### config.mk
export PLATFORM = sky130hd
export DESIGN_NAME = midi_note_on_tracker
export DESIGN_NICKNAME = d
export VERILOG_FILES = /design/src/rtl/mnt_pkg.sv /design/src/rtl/mnt_parse.sv /design/src/rtl/mnt_table.sv /design/src/rtl/midi_note_on_tracker.sv
export VERILOG_INCLUDE_DIRS = /design/src /design/src/rtl
export SDC_FILE = /design/constraint.sdc
export NUM_CORES = 2
export LEC_CHECK = 0
export ABC_CLOCK_PERIOD_IN_PS = 28000
export CAP_MARGIN = 20
export CORE_ASPECT_RATIO = 1.1
export CORE_MARGIN = 5
export CORE_UTILIZATION = 50
export CTS_CLUSTER_DIAMETER = 100
export CTS_CLUSTER_SIZE = 10
export DETAILED_ROUTE_END_ITERATION = 7
export DONT_BUFFER_PORTS = 1
export GPL_TIMING_DRIVEN = 0
export PLACE_DENSITY_LB_ADDON = 0.12
export SLEW_MARGIN = 30
export SYNTH_ARGS = -nofsm -noshare
export SYNTH_HDL_FRONTEND = slang
export SYNTH_HIERARCHICAL = 1
export SYNTH_MEMORY_MAX_BITS = 65536
export SYNTH_SLANG_ARGS = --single-unit
### constraint.sdc
create_clock -name clk -period 28 [get_ports clk]
set_input_delay 5.6 -clock clk [delete_from_list [all_inputs] [get_ports clk]]
set_output_delay 5.6 -clock clk [all_outputs]
set_load 0.005 [all_outputs]
### src/rtl/midi_note_on_tracker_assert.svh
// Assertion macros for the note-on tracker.
// Used by the top level; expects a clock named clk and a reset named rst in scope.
`ifndef MIDI_NOTE_ON_TRACKER_ASSERT_SVH
`define MIDI_NOTE_ON_TRACKER_ASSERT_SVH

// Same-cycle implication, disabled during reset.
`define MNT_ASSERT_NOW(lbl, ante, cons, msg) \
  lbl: assert property (@(posedge clk) disable iff (rst) (ante) |-> (cons)) else $error(msg);

// Next-cycle implication, disabled during reset.
`define MNT_ASSERT_NEXT(lbl, ante, cons, msg) \
  lbl: assert property (@(posedge clk) disable iff (rst) (ante) |=> (cons)) else $error(msg);

`endif

### src/rtl/mnt_pkg.sv
// Shared types and constants for the note-on tracker.
// No dependencies; used by mnt_parse, mnt_table and midi_note_on_tracker.
`timescale 1ns / 1ps
`default_nettype none

package mnt_pkg;

  localparam logic [7:0] STATUS_NOTE_ON = 8'h90;

  typedef enum logic [1:0] {
    KIND_OK          = 2'd0,
    KIND_OFF_NO_ON   = 2'd1,
    KIND_ON_WHILE_ON = 2'd2,
    KIND_FORMAT      = 2'd3
  } kind_t;

  typedef enum logic [1:0] {
    PH_STATUS = 2'd0,
    PH_NOTE   = 2'd1,
    PH_VEL    = 2'd2
  } phase_t;

  // parser -> table
  typedef struct packed {
    logic       rd_en;     // note byte accepted: fetch its counter
    logic [7:0] rd_note;
    logic       upd_en;    // velocity byte accepted: update the note
    logic [7:0] upd_note;
    logic       vel_nz;
  } tbl_req_t;

  // parser -> result stage
  typedef struct packed {
    logic fmt_err;
    logic done;
  } prs_ev_t;

endpackage

`default_nettype wire

### src/rtl/mnt_parse.sv
// Byte-wise note-on message assembler (status, note, velocity).
// Depends on mnt_pkg.
`timescale 1ns / 1ps
`default_nettype none

module mnt_parse (
  input  wire logic             clk,
  input  wire logic             rst,
  input  wire logic             adv,
  input  wire logic [7:0]       rx_byte,
  output mnt_pkg::tbl_req_t     req,
  output mnt_pkg::prs_ev_t      ev,
  output logic      [7:0]       held_note
);

  mnt_pkg::phase_t phase, phase_next;

  always_comb begin
    phase_next = phase;
    if (adv) begin
      case (phase)
        mnt_pkg::PH_NOTE: phase_next = mnt_pkg::PH_VEL;
        mnt_pkg::PH_VEL:  phase_next = mnt_pkg::PH_STATUS;
        default: begin
          // unused code behaves as awaiting status
          phase_next = (rx_byte == mnt_pkg::STATUS_NOTE_ON) ? mnt_pkg::PH_NOTE
                                                            : mnt_pkg::PH_STATUS;
        end
      endcase
    end
  end

  always_comb begin
    req          = '0;
    ev           = '0;
    req.rd_note  = rx_byte;
    req.upd_note = held_note;
    req.vel_nz   = (rx_byte != 8'd0);
    case (phase)
      mnt_pkg::PH_NOTE: req.rd_en = adv;
      mnt_pkg::PH_VEL: begin
        req.upd_en = adv;
        ev.done    = adv;
      end
      default: ev.fmt_err = adv && (rx_byte != mnt_pkg::STATUS_NOTE_ON);
    endcase
  end

  always_ff @(posedge clk) begin
    if (rst) begin
      phase     <= mnt_pkg::PH_STATUS;
      held_note <= 8'd0;
    end else begin
      phase <= phase_next;
      if (adv && phase == mnt_pkg::PH_NOTE) begin
        held_note <= rx_byte;
      end
    end
  end

endmodule

`default_nettype wire

### src/rtl/mnt_table.sv
// Per-note on bit and saturating on counter, kept together in one RAM word.
// Read at the note beat, written at the velocity beat; valid bits blank entries after reset.
// Depends on mnt_pkg.
`timescale 1ns / 1ps
`default_nettype none

module mnt_table #(
  parameter int NOTE_SLOTS = 256,
  parameter int COUNT_BITS = 16
) (
  input  wire logic                  clk,
  input  wire logic                  rst,
  input  wire mnt_pkg::tbl_req_t     req,
  output logic                       was_on,
  output logic [COUNT_BITS-1:0]      cnt_new
);

  localparam int AW = $clog2(NOTE_SLOTS);
  localparam logic [8:0] SLOTS_W = 9'(NOTE_SLOTS);
  localparam logic [COUNT_BITS-1:0] CNT_MAX = '1;

  logic [NOTE_SLOTS-1:0] cnt_vld;                // entry written since reset
  logic [COUNT_BITS:0]   cnt_mem [NOTE_SLOTS];   // {on bit, counter}
  logic [COUNT_BITS:0]   rd_q;
  logic                  vld_q;
  logic [COUNT_BITS-1:0] cnt_old;
  logic [AW-1:0]         idx_rd;
  logic [AW-1:0]         idx_up;
  logic                  tracked;
  logic                  wr_en;

  assign idx_rd  = req.rd_note[AW-1:0];
  assign idx_up  = req.upd_note[AW-1:0];
  assign tracked = ({1'b0, req.upd_note} < SLOTS_W);

  always_comb begin
    was_on  = tracked && vld_q && rd_q[COUNT_BITS];
    cnt_old = vld_q ? rd_q[COUNT_BITS-1:0] : '0;
    if (!tracked) begin
      cnt_new = '0;
    end else if (req.vel_nz && cnt_old != CNT_MAX) begin
      cnt_new = cnt_old + COUNT_BITS'(1);
    end else begin
      cnt_new = cnt_old;
    end
  end

  assign wr_en = req.upd_en && tracked;

  always_ff @(posedge clk) begin
    if (rst) begin
      cnt_vld <= '0;
    end else if (wr_en) begin
      cnt_vld[idx_up] <= 1'b1;
    end
  end

  // read data held from the note beat until the velocity beat
  always_ff @(posedge clk) begin
    if (req.rd_en) begin
      rd_q  <= cnt_mem[idx_rd];
      vld_q <= cnt_vld[idx_rd];
    end
    if (wr_en) begin
      cnt_mem[idx_up] <= {req.vel_nz, cnt_new};
    end
  end

endmodule

`default_nettype wire

### src/rtl/midi_note_on_tracker.sv
// Note-on tracker top level: byte stream in, one result beat per message or bad byte.
// Channels: s_* carries one received byte per beat; m_* carries the result beat.
// Each message is status 0x90, note, velocity. A byte other than 0x90 where a
// status is expected gives a format-error beat. The velocity beat updates the
// note's on bit and saturating on counter and produces the message result.
// A result is registered and is on m_* in the cycle after the beat that causes it.
// Throughput: one byte per cycle while m_* is not stalled; the note RAM is read at the note beat
// and written at the velocity beat, so its single read port sets no limit.
// s_tready is high whenever the result register is empty or being taken, so
// a stalled receiver holds the result and s_tready stays low until it is taken.
// Reset (rst, synchronous) returns to awaiting status and clears the entry
// valid bits, so every note reads as off with a zero count.
// Depends on mnt_pkg, mnt_parse, mnt_table and the assertion macro header.
`timescale 1ns / 1ps
`default_nettype none

module midi_note_on_tracker #(
  parameter int NOTE_SLOTS = 256,
  parameter int COUNT_BITS = 16
) (
  input  wire logic        clk,
  input  wire logic        rst,
  input  wire logic        s_tvalid,
  output logic             s_tready,
  input  wire logic [7:0]  s_tdata,   // rx_byte
  output logic             m_tvalid,
  input  wire logic        m_tready,
  output logic [39:0]      m_tdata,   // status_byte, note_number, velocity, on_count
  output logic [1:0]       m_tuser    // event_kind
);

  mnt_pkg::tbl_req_t     req;
  mnt_pkg::prs_ev_t      prs_ev;
  logic [7:0]            held_note;
  logic                  was_on;
  logic [COUNT_BITS-1:0] cnt_new;
  logic                  adv;
  logic                  load;
  logic [31:0]           cnt_ext;
  logic [15:0]           cnt_rep;
  logic [1:0]            kind;
  logic [39:0]           data_next;

  assign s_tready = !m_tvalid || m_tready;
  assign adv      = s_tvalid && s_tready;

  mnt_parse u_parse (
    .clk       (clk),
    .rst       (rst),
    .adv       (adv),
    .rx_byte   (s_tdata),
    .req       (req),
    .ev        (prs_ev),
    .held_note (held_note)
  );

  mnt_table #(
    .NOTE_SLOTS (NOTE_SLOTS),
    .COUNT_BITS (COUNT_BITS)
  ) u_table (
    .clk     (clk),
    .rst     (rst),
    .req     (req),
    .was_on  (was_on),
    .cnt_new (cnt_new)
  );

  always_comb begin
    cnt_ext = 32'(cnt_new);
    cnt_rep = (cnt_ext > 32'h0000_FFFF) ? 16'hFFFF : cnt_ext[15:0];
    if (prs_ev.fmt_err) begin
      kind      = mnt_pkg::KIND_FORMAT;
      data_next = {16'd0, 8'd0, 8'd0, s_tdata};
    end else begin
      if (s_tdata == 8'd0) begin
        kind = was_on ? mnt_pkg::KIND_OK : mnt_pkg::KIND_OFF_NO_ON;
      end else begin
        kind = was_on ? mnt_pkg::KIND_ON_WHILE_ON : mnt_pkg::KIND_OK;
      end
      data_next = {cnt_rep, s_tdata, held_note, mnt_pkg::STATUS_NOTE_ON};
    end
  end

  assign load = prs_ev.fmt_err || prs_ev.done;

  always_ff @(posedge clk) begin
    if (rst) begin
      m_tvalid <= 1'b0;
    end else if (load) begin
      m_tvalid <= 1'b1;
    end else if (m_tready) begin
      m_tvalid <= 1'b0;
    end
  end

  always_ff @(posedge clk) begin
    if (load) begin
      m_tdata <= data_next;
      m_tuser <= kind;
    end
  end

`include "midi_note_on_tracker_assert.svh"

  `MNT_ASSERT_NEXT(a_fmt_result, prs_ev.fmt_err, m_tvalid && m_tuser == mnt_pkg::KIND_FORMAT, "format error beat lost")
  `MNT_ASSERT_NEXT(a_msg_status, prs_ev.done, m_tvalid && m_tdata[7:0] == mnt_pkg::STATUS_NOTE_ON, "message result missing status")
  `MNT_ASSERT_NOW(a_stall_blocks, m_tvalid && !m_tready, !s_tready && !load, "input taken while result stalled")

endmodule

`default_nettype wire

Yosys cells after proc, flatten, opt, wreduce, memory -nomap -nowiden

Memory sizes are Yosys's and may differ from the RTL's. A register that Yosys moved wholly into a read port is not among the register bits.
Cells that the tools add are included.

Word-level logic and storage cells: 50
Output and inout port bits: 44
Flip-flop bits (word level): 310
RAM bits: 4352
Memories kept: 1

Memory list:

| memory          | depth | bits a word | rd ports | clocked after memory_dff | write ports | RTL line        | source |
|---|---|---|---|---|---|---|---|
| u_table.cnt_mem | 256   | 17          | 1        | 1                        | 1           | mnt_table.sv:23 | `logic [COUNT_BITS:0] cnt_mem [NOTE_SLOTS];` |

Bitwise logic cells: 1
Add/subtract/negate cells: 1
$lt $le $gt $ge: 3
Muxes and demuxes: 18
Reductions and logical operators: 13
Equality and inequality tests: 5

Operator list:

| kind                                                                  | number |
|---|---|
| 256-bit bitwise OR                                                    | 1 |
| 16-bit 2-to-1 mux                                                     | 2 |
| 8-bit by 9-bit < comparator with 1-bit output, second input constant  | 2 |
| 16-bit by 1-bit adder with 16-bit output, second input constant       | 1 |
| 16-bit inequality test, second input constant                         | 1 |
| 1-bit 2-to-1 mux                                                      | 11 |
| 1-bit binary-select mux with 8-bit select                             | 1 |
| 1-bit demux with 8-bit select                                         | 1 |
| 8-bit equality test, second input constant                            | 1 |
| 8-bit by 1-bit >= comparator with 1-bit output, second input constant | 1 |
| 8-bit logical NOT                                                     | 1 |
| 8-bit inequality test, second input constant                          | 1 |
| 8-bit nonzero test                                                    | 1 |
| 1-bit logical AND                                                     | 6 |
| 2-bit 2-to-1 mux                                                      | 2 |
| 2-bit case mux with 2 select lines                                    | 1 |
| 2-bit by 1-bit equality test with 1-bit output, second input constant | 1 |
| 2-bit equality test, second input constant                            | 1 |
| 1-bit logical OR                                                      | 2 |
| 2-bit nonzero test                                                    | 1 |
| 2-bit OR reduction                                                    | 1 |
| 1-bit logical NOT                                                     | 1 |

Logic depth before layout (Yosys ltp)

Word-level depth: 7
Depth in mapped cells: 15

By module

Netlist, hierarchy kept.

By module, submodules not included:

| module               | times used | cells each | seq. area each (um2) | area an instance (um2) |
|---|---|---|---|---|
| mnt_table            | 1          | 8978       | 136350.8             | 179098.0 |
| midi_note_on_tracker | 1          | 97         | 1281.2               | 1626.6 |
| mnt_parse            | 1          | 73         | 200.2                | 585.6 |

Least setup slack after synthesis

No wires, ideal clock.

Path type: input-to-reg
Start point: in s_tdata[3]
End point: mem u_table/cnt_mem[0][5] in the netlist's numbering, data pin
Arrival time: 20.034 ns
Setup time: 2.243 ns
Path slack: 5.723 ns
Stages on the path: 7
Buffers on the path: 0
Data required time: 25.757 ns
Cell sequence: or4_4 -> nor3_4 -> nand2_1 -> inv_1 -> a31oi_1 -> nand4_1 -> o31ai_1

RTL lines:

| item        | RTL line                   | source |
|---|---|---|
| from (decl) | midi_note_on_tracker.sv:25 | `input wire logic [7:0] s_tdata,` |
| to (decl)   | mnt_table.sv:23            |  |

==> metrics <==
outcome=complete, but fails checks; failing checks=DRC; initial antenna violation count=47; GR Overflow Total=0; total power=14.72 mW; Ports=56; clk_lat worst skew=1.07 ns; Clock Tree Root=clkbuf_16; Chip Width=584.2 microns; final worst path period need=11.38 ns; Max Clock Freq=87.88 MHz; port buffer count=0; crit path launch=s_tdata[1]; Post-Syn Area=0.1813 sq mm; clk slew on worst S/H paths=around 0.060 ns; arrival time worst endpoint=12.09 ns; detailed placement HPWL=516,500 microns; endpoint class of the critical path=flop; Async SR Flop Fraction=0%; Final ANT Viol Nets=0; Syn-to-layout area delta=19.32%; cell mode on critical path=buf_2; met3 Usage GRT=between 10% and 20%; Slew Limit Fails=0; met2 global-route usage=53.71%; post-synth cell types=79; CP bufs+invs=6; max cap viols=0; slew margin rel.=~14%; sequential area share after synthesis=76.02%; Post-CTS Resized=0; nets=10,200; busiest grt layer=met2; CTS tree=done; pre-CTS setup slack=16.48 ns; clock skew=0.04796 ns; Synth Flop Type=edfxtp_1; vias in the first global route=100,600; Max VDD drop=0.00006599 V; Design Area, Final=0.2163 sq mm; Die ar.=between 0.3 and 0.4 sq mm; global-route wire length before repair=933,800 microns; num rows=between 200 and 250; clk sinks=4,679; Startpoint Class=input port; Yosys top cell area share=~73%; DR pass1 iterations=8; Worst Tran Pin Value=1.283 ns; pin count of the biggest net entering global routing=112; Yosys top cell by area=edfxtp_1; Post-synth EDFFs=4,412; DRC errors left=4; Hold Crit Class=flop to flop; syn_area_per_cell=19.82 sq um; DR iter-0 viols=18,460; Req. time, crit path=28.71 ns; CTS Buffer Depth=4; share of layout cells above drive strength 1=27.02%; routed vias=approximately 110k; setup bufs post-CTS=0; Die Ht=641.6 microns; FF+latch count, synth=4,679; Synthesized Nets=9,164; yosys warns=6; Post-Syn Instances=about 9,100; Fin Hold WS=0.4630 ns; PwrDens=68.04 mW/mm^2; RSZ-0062 raised after global routing=no; CP top delay family=buffers and inverters; Layout fillers=25,830; final setup vio count=0; CTS Hold Bufs=0; reg2reg end=u_table/cnt_mem[228][7]; CP max stage delay=1.10 ns; setup slack after layout=~17 ns; CTS Buf Count=538; Final GP Congestion=1.060; Final Cycle Share=about two fifths; reg2reg setup slack=22.56 ns; Via density=~7.0; GRT Total Usage=between 30% and 40%; Fin. Hold Viols=0; worst reg2reg startpoint=u_table/vld_q; placed cell areas=between 0.2 and 0.25 sq mm; met1 GRT Util=48.98%; Crit Path Class=input port to flop; R2R depth=16; crit path max fanout=13; Leak=70.76 nW; dominant cells by area after synthesis=edfxtp_1 (73%), mux4_2 (11%), mux2i_1 (3.3%); drt total wl=716,500 microns; total core area=0.3623 sq mm; worst path cell trace=buf_4 -> buf_2 -> buf_4 -> buf_2 -> buf_2 -> buf_2 -> mux4_2 -> nor3_1 -> nor4_1 -> nand3_1 -> nand4b_1 -> a311oi_2; H-tree lvl count=6; WL per Instance=46.84 microns; worst setup path end=u_table/rd_q[2]; Starting Density=50.05%; Slowest-stage cell, CP=a311oi_2; CP Depth=12
cell type report:
cell class                      instances  area [sq um]  area share (%)
Timing Repair Buffer                  493         11000           5.085
Inverter                               12         45.04         0.02082
Sequential cell                      4679        137800           63.71
Multi-Input combinational cell       3894         42080           19.45
Clock inverter                         39         518.0          0.2394
Buffer                                563          3951           1.826
Antenna cell                           52         130.1         0.06015
Tap cell                             4797          6002           2.774
Clock buffer                          768         14770           6.829
where the power goes:
part           switching [mW]  internal (mW)
logic                   0.560          0.237
clock network            2.74           3.64
registers             0.00222           7.55
flip-flops by register name (all words and copies together) (netlist names):
signal and cells:
m_tdata 40, m_tuser 2, m_tvalid 1, u_parse/held_note 8, u_parse/phase 2, u_table/cnt_mem 4352
u_table/cnt_vld 256, u_table/rd_q 17, u_table/vld_q 1
worst min-delay path by stage:
stage	cells after the start	startpoint	to	slack [ns]
5_1_grt	2	u_table/cnt_vld[126]	u_table/cnt_vld[126]	0.49
3_3_place_gp	2	u_table/cnt_vld[146]	u_table/cnt_vld[146]	0.44
3_5_place_dp	2	u_table/cnt_vld[145]	u_table/cnt_vld[145]	0.45
2_1_floorplan	2	u_table/cnt_vld[145]	u_table/cnt_vld[145]	0.43
4_1_cts	2	u_table/cnt_vld[145]	u_table/cnt_vld[145]	0.47
6_report	2	u_table/cnt_vld[145]	u_table/cnt_vld[145]	0.46
cells in the final DEF (no fill, tap or decap), types with 36 or more instances in the layout:
cell / synthesis / final
nor3_1: 173 / 161
a221oi_1: 45 / 45
o221ai_1: 139 / 138
nor2b_1: 45 / 43
clkbuf_1: 226 / 310
a21oi_1: 143 / 133
edfxtp_1: 4412 / 4412
buf_4: 63 / 90
clkbuf_2: 0 / 107
nor2_4: 0 / 256
nor2_1: 915 / 656
dfxtp_1: 267 / 267
buf_16: 0 / 297
buf_12: 10 / 72
a211oi_1: 55 / 45
nand2_1: 155 / 154
clkbuf_16: 0 / 559
mux2i_1: 601 / 599
buf_6: 62 / 100
mux4_2: 888 / 888
o22ai_1: 223 / 223
nor4_1: 40 / 36
buf_2: 110 / 135
nand3_1: 51 / 50
diode_2: 0 / 52
o21ai_0: 58 / 47
buf_8: 46 / 106
synth_stat cells, types with 14 or more instances:
| master | count |
|---|---|
| nor2_1 | 915 |
| nor2b_1 | 45 |
| nor3_1 | 173 |
| buf_4 | 63 |
| a31oi_1 | 14 |
| and2_1 | 27 |
| nor4_1 | 40 |
| o221ai_1 | 139 |
| buf_2 | 110 |
| mux4_2 | 888 |
| a2111oi_0 | 20 |
| buf_6 | 62 |
| nand2_1 | 155 |
| a22o_1 | 31 |
| buf_8 | 46 |
| buf_1 | 35 |
| a21oi_1 | 143 |
| o21ba_2 | 29 |
| mux4_1 | 34 |
| a211oi_1 | 55 |
| clkbuf_1 | 226 |
| o21ai_0 | 58 |
| a221oi_1 | 45 |
| dfxtp_1 | 267 |
| edfxtp_1 | 4412 |
| o22ai_1 | 223 |
| mux2i_1 | 601 |
| nand4_1 | 30 |
| a22oi_1 | 34 |
| nand3_1 | 51 |
cell families (layout without fill, tap and decap cells):
family	count (synthesis)	in the layout	share of synthesized area (%)
adders and majority gates	4	4	0.02760
AOI/OAI and AO/OA	834	834	3.249
buffers and inverters	575	1875	2.079
muxes	1537	1537	14.94
other	0	52	0
xor gates and xnor gates	12	12	0.05797
DFF	4679	4679	76.02
and+or+nand+nor	1507	1507	3.631
metal layers:
metal	up-vias	routed length, microns
met3	2037	102200
met5	-	343
li1	39660	-
met2	8871	304000
met4	32	61300
met1	56530	248700
metrics by stage:
step	setup TNS, ns	utilization (%)	std cells
floorplan	0	-	9148
global placement	-9302.17	51.71	13950
detailed placement	0	55.44	14440
CTS	0	59.66	15240
global route	0	59.68	15250
finish	0	59.72	15300
worst reg2reg max path: cells and delay by family (launching register included):
| kind | cells | cell delay (ns) |
|---|---|---|
| buffers and inverters | 8 | 1.70 |
| and+or+nand+nor | 5 | 1.40 |
| muxes | 1 | 0.77 |
| AOI/OAI and AO/OA | 1 | 0.70 |
| DFF | 1 | 0.35 |
| adders and majority gates | 1 | 0.34 |
Note: power is estimated with default switching activity, not from simulation.
